**config.mk**
```make
export PLATFORM = sky130hd
export DESIGN_NAME = oht_ctrl
export DESIGN_NICKNAME = d
export VERILOG_FILES = /design/src/rtl/oht_pkg.sv /design/src/rtl/oht_ctrl.sv
export SDC_FILE = /design/constraint.sdc
export NUM_CORES = 1
export LEC_CHECK = 0
export BUFFER_PORTS_ARGS = -buffer_cell sky130_fd_sc_hd__buf_2
export CAP_MARGIN = 20
export CORE_MARGIN = 2
export CORE_UTILIZATION = 46
export DETAILED_ROUTE_END_ITERATION = 6
export GPL_ROUTABILITY_DRIVEN = 0
export PLACE_DENSITY_LB_ADDON = 0.3
export SLEW_MARGIN = 25
export SYNTH_ARGS = -nofsm -noshare
export SYNTH_HDL_FRONTEND = slang
export SYNTH_SLANG_ARGS = --single-unit
```
**constraint.sdc**
```tcl
create_clock -name clk -period 4 [get_ports clk]
set_input_delay 0.6 -clock clk [delete_from_list [all_inputs] [get_ports clk]]
set_output_delay 0.6 -clock clk [all_outputs]
set_load 0.05 [all_outputs]
```
**src/rtl/oht_pkg.sv**
```systemverilog
// ----------------------------------------------------------------------------
// oht_pkg
// shared types and codes of the object handle table
// ----------------------------------------------------------------------------
package oht_pkg;

  localparam int OP_W      = 2;
  localparam int ID_W      = 8;
  localparam int ST_W      = 2;
  localparam int OUT_REF_W = 32;

  // requested operation
  localparam logic [OP_W-1:0] OP_ADD    = 2'd0;
  localparam logic [OP_W-1:0] OP_REMOVE = 2'd1;
  localparam logic [OP_W-1:0] OP_GET    = 2'd2;

  // result status
  localparam logic [ST_W-1:0] ST_OK       = 2'd0;
  localparam logic [ST_W-1:0] ST_FULL     = 2'd1;
  localparam logic [ST_W-1:0] ST_BADPARAM = 2'd2;
  localparam logic [ST_W-1:0] ST_BADOBJ   = 2'd3;

  typedef enum logic {
    S_IDLE,
    S_EXEC
  } oht_state_t;

endpackage

```
**src/rtl/oht_ctrl.sv**
```systemverilog
// ----------------------------------------------------------------------------
// oht_ctrl
// request sequencer: read entry, decide, write back, register the result
// ----------------------------------------------------------------------------
module oht_ctrl
  import oht_pkg::*;
#(
  parameter int CAPACITY  = 256,
  parameter int REF_WIDTH = 32
) (
  input  logic                                        clk,
  input  logic                                        rst_n,
  // request side
  input  logic                                        in_valid,
  output logic                                        in_ready,
  input  logic [OP_W-1:0]                             in_op,
  input  logic [ID_W-1:0]                             in_id,
  input  logic [OUT_REF_W-1:0]                        in_ref,
  // entry memory
  output logic                                        mem_rd_en,
  output logic [((CAPACITY > 1) ? $clog2(CAPACITY) : 1)-1:0] mem_rd_addr,
  input  logic [REF_WIDTH:0]                          mem_rd_data,
  output logic                                        mem_wr_en,
  output logic [((CAPACITY > 1) ? $clog2(CAPACITY) : 1)-1:0] mem_wr_addr,
  output logic [REF_WIDTH:0]                          mem_wr_data,
  // result side
  output logic                                        out_valid,
  input  logic                                        out_ready,
  output logic [ST_W-1:0]                             out_status,
  output logic [ID_W-1:0]                             out_assigned,
  output logic [OUT_REF_W-1:0]                        out_found
);

  localparam int IW = (CAPACITY > 1) ? $clog2(CAPACITY) : 1;
  localparam int NW = $clog2(CAPACITY + 1);
  localparam int CW = (NW > ID_W) ? NW : ID_W;
  localparam logic [NW-1:0] CAP_N = NW'(CAPACITY);

  oht_state_t state_r, state_nxt;

  logic [OP_W-1:0]      op_r;
  logic [ID_W-1:0]      id_r;
  logic [REF_WIDTH-1:0] ref_r;
  logic [NW-1:0]        next_r, next_nxt;

  logic                 out_valid_r, out_valid_nxt;
  logic [ST_W-1:0]      status_r, status_nxt;
  logic [ID_W-1:0]      assigned_r, assigned_nxt;
  logic [OUT_REF_W-1:0] found_r, found_nxt;

  logic                 accept;
  logic                 finish;
  logic                 entry_live;
  logic                 id_valid;
  logic [REF_WIDTH-1:0] entry_ref;

  assign accept     = in_valid && in_ready;
  assign finish     = (state_r == S_EXEC) && (!out_valid_r || out_ready);
  assign entry_live = mem_rd_data[REF_WIDTH];
  assign entry_ref  = mem_rd_data[REF_WIDTH-1:0];

  // entries at or above the pointer were never handed out, number zero never is
  assign id_valid = (id_r != '0) && (CW'(id_r) < CW'(next_r)) && entry_live;

  // next state
  always_comb begin
    state_nxt = state_r;
    case (state_r)
      S_IDLE: begin
        if (accept) begin
          state_nxt = S_EXEC;
        end
      end
      S_EXEC: begin
        if (finish) begin
          state_nxt = S_IDLE;
        end
      end
      default: state_nxt = S_IDLE;
    endcase
  end

  // outputs and datapath decisions
  always_comb begin
    in_ready      = (state_r == S_IDLE);
    mem_rd_en     = accept;
    mem_rd_addr   = IW'(CW'(in_id));
    mem_wr_en     = 1'b0;
    mem_wr_addr   = IW'(next_r);
    mem_wr_data   = {1'b1, ref_r};
    next_nxt      = next_r;
    out_valid_nxt = out_valid_r && !out_ready;
    status_nxt    = status_r;
    assigned_nxt  = assigned_r;
    found_nxt     = found_r;
    if (finish) begin
      out_valid_nxt = 1'b1;
      status_nxt    = ST_OK;
      assigned_nxt  = '0;
      found_nxt     = '0;
      case (op_r)
        OP_ADD: begin
          if (ref_r == '0) begin
            status_nxt = ST_BADPARAM;
          end else if (next_r == CAP_N) begin
            status_nxt = ST_FULL;
          end else begin
            mem_wr_en    = 1'b1;
            next_nxt     = next_r + NW'(1);
            assigned_nxt = ID_W'(next_r);
          end
        end
        OP_REMOVE: begin
          if (id_valid) begin
            mem_wr_en   = 1'b1;
            mem_wr_addr = IW'(CW'(id_r));
            mem_wr_data = {1'b0, entry_ref};
          end else begin
            status_nxt = ST_BADOBJ;
          end
        end
        OP_GET: begin
          if (id_valid) begin
            found_nxt = OUT_REF_W'(entry_ref);
          end else begin
            status_nxt = ST_BADOBJ;
          end
        end
        default: status_nxt = ST_BADPARAM;
      endcase
    end
  end

  always_ff @(posedge clk) begin
    if (!rst_n) begin
      state_r     <= S_IDLE;
      next_r      <= NW'(1);
      out_valid_r <= 1'b0;
    end else begin
      state_r     <= state_nxt;
      next_r      <= next_nxt;
      out_valid_r <= out_valid_nxt;
    end
  end

  always_ff @(posedge clk) begin
    if (accept) begin
      op_r  <= in_op;
      id_r  <= in_id;
      ref_r <= REF_WIDTH'(in_ref);
    end
    status_r   <= status_nxt;
    assigned_r <= assigned_nxt;
    found_r    <= found_nxt;
  end

  assign out_valid    = out_valid_r;
  assign out_status   = status_r;
  assign out_assigned = assigned_r;
  assign out_found    = found_r;

endmodule

```
==> results.md <==
- Status: complete, no violations
- Share of cells above drive strength 1: 49.79%
- Vias in the first global route: 2854
- Die Area: 10550 µm²
- Routed wire per std cell: 15.51 µm
- Post-DRT Antenna Nets: 0
- Mapped Nets: 393
- Placed Cells: 591
- Delay-heaviest family, CP: simple AND/OR/NAND/NOR gates
- Critical path class: reg -> out
- Asr flop ratio synth: 0%
- DRC: 0
- First-pass GRT wire length: 13730 µm
- Endpoints failing setup: 0
- Area Overhead vs Synth: 24.76%
- Via density: 4.959
- Pins over their slew limit: 0
- Gr ovfl total: 0
- Final Hold Fails: 0
- Die Y: 102.7 µm
- Max rail drop VDD: 0.1749 mV
- RSZ-0062 raised after global routing: no
- Number of detailed-route iterations in the first pass: 4
- Sequential share of the synthesized area: 61.18%
- Initial core utilization: 46.73%
- Num ports: 174
- Post-Syn Area: 4483 µm²
- Clk pin slew, worst setup/hold paths: 90 ps
- Cell taking the most area after synthesis: edfxtp_1
- Reg2reg setup slack: 1720 ps
- CP Max Fanout: 29
- Buf/Inv on CP: 3
- Core Footprint: 9594 µm²
- CTS root buf: clkbuf_8
- Crit end category: output port
- Clock buffer depth: 2
- Worst Path Required: 3400 ps
- Number of synthesized flops with an enable pin: 84
- CTS buffer count: 9
- Synth warn: 0
- Crit-path cells: inv_1 -> ha_1 -> a21o_1 -> a21oi_1 -> o211ai_1 -> nor3b_4 -> and3_4 -> buf_12 -> mux2_1 -> buf_2
- Row Count: 36
- Worst min path class: in -> reg
- Skew-Pair Late Insertion Delay: 360 ps
- Yosys reg bits: 95
- CP Launch Type: register
- Max-cap violations: 0
- Post-Route WL: 9416 µm
- Most common cell in the netlist: edfxtp_1
- Fin crit period: 3696 ps
- Synth cell count leaders: edfxtp_1 (84), mux2_4 (38), and3_1 (34)
- ANT cells: 0
- Yosys top cell area share: 56.27%
- Clock sinks: 95
- Synthesized instance count: 301
- Final TNS setup: 0 ps
- P per Cell Area: 400.7 nW/µm²
- HPWL after DPL: 6998 µm
- Post-CTS Hold Fix Bufs: 0
- Arrival time at the worst endpoint: 3100 ps
- Netlist cell types: 38
- Largest net degree at the start of global routing: 46
- Slowest cell on crit path: dfxtp_1
- Port bufs: 173
- Max Fclk: 0.2706 GHz
- CTS tree: built
- Total track usage: 17.42%
- Initial antenna violation count: 0
- Clock skew: 16.69 ps
- H-Tree Level Count: 3
- Nets: 561
- Syn Area/Cell: 14.89 µm²
- Setup bufs post-CTS: 0
- Synth top area cells: edfxtp_1 (56%), mux2_4 (13%), dfxtp_1 (4.9%), and3_1 (4.7%), ha_1 (3.6%)
- DR iter-0 viols: 77
- Fillers: 814
- Vias: 3010
- Non-filler cells, final: 607
- Post-CTS sizing: 0
- Power, Total: 2.241 mW
- Die width: 102.7 µm
- Max_slew headroom: 39.15%
- Final cycle utilization of the critical path: 92.39%
- Worst-Margin Slew: 912.8 ps
- Critical Path Max Stage Delay: 420 ps
- Top_reg_cell synth: edfxtp_1
- Lkg Pwr: 2.459 nW
logic make-up after synthesis:
| logic type | count (synthesis) | share of synthesized area (%) |
|---|---|---|
| XOR/XNOR | 7 | 1.368 |
| AO/OA/AOI/OAI | 14 | 1.926 |
| buffers and inverters | 34 | 5.359 |
| AND/OR/NAND/NOR | 98 | 13.31 |
| multiplexers | 40 | 13.23 |
| flip-flops | 95 | 61.18 |
| adder cells (fa/ha/maj) | 13 | 3.628 |
worst reg2reg max path, delay by kind of cell, from the launching register on:
| kind | cells | cell delay, ps |
|---|---|---|
| AOI/OAI and AO/OA | 4 | 480 |
| buffers and inverters | 2 | 420 |
| DFF | 1 | 420 |
| and+or+nand+nor | 2 | 420 |
| adders and majority gates | 1 | 290 |
flip-flops by register name, summed over array words and instances, names as in the netlist, 2 cells and up:
| register | cells |
|---|---|
| next_r | 9 |
| out_status | 2 |
| op_r | 2 |
| out_found | 32 |
| id_r | 8 |
| ref_r | 32 |
| out_assigned | 8 |
cells in the final DEF, fill, tap and decap left out, drive strengths merged, types with 4 or more instances in the layout:
master	Yosys	routed
a21oi	5	5
and2	14	14
and3	35	35
buf	14	178
clkbuf	7	12
dfxtp	11	11
edfxtp	84	84
ha	13	13
inv	13	13
mux2	40	40
nand2	12	12
nand3	4	4
nor4	12	12
o21ai	4	4
xnor2	6	6
final timing paths:
kind / depth (start not counted) / endpoint / from
max: 10 / mem_wr_addr[7] / next_r[6]
min: 1 / ref_r[4] / in_ref[4]
max reg2reg: 9 / out_status[0] / next_r[6]
min reg2reg: 2 / out_valid / out_valid
metal layers:
metal  share of wire, %  global-route usage [%]  vias up  wire length, µm
met5                  0                       0        -                0
met4                1.4                   7.897        0              134
met3                7.5                   3.729       13              707
met2                 49                   29.21      131             4571
met1                 43                   21.68     1420             4002
li1                   -                       -     1446                -
where the power goes:
group / switching (mW) / internal (mW) / leakage [nW]
logic: 0.290 / 0.112 / 1.46
clock network: 0.319 / 0.351 / 0.104
registers: 0.0245 / 1.14 / 0.890
total: 0.634 / 1.61 / 2.46
stage by stage:
step / utilization [%] / hold WS [ps] / setup slack (ps) / cell area (µm²)
floorplan: - / 477.8 / 298.6 / 4483
global placement: 56.16 / 487.6 / 732.6 / 5388
detailed placement: 56.16 / 510.4 / 688.8 / 5388
CTS: 58.29 / 398.2 / 284.7 / 5593
global route: 58.29 / 388.2 / 95.42 / 5593
finish: 58.29 / 415.2 / 304.3 / 5593
final cells by class:
cell class	instances	area, µm²	share of cell area (%)
sequential	95	2743	49.04
multi-input combinational	172	1514	27.07
timing repair buffer	178	915.9	16.38
tap	133	166.4	2.975
clock buffer	12	135.1	2.416
clock inverter	4	70.07	1.253
inverter	13	48.80	0.8725
Note: power is estimated with default switching activity, not from simulation.
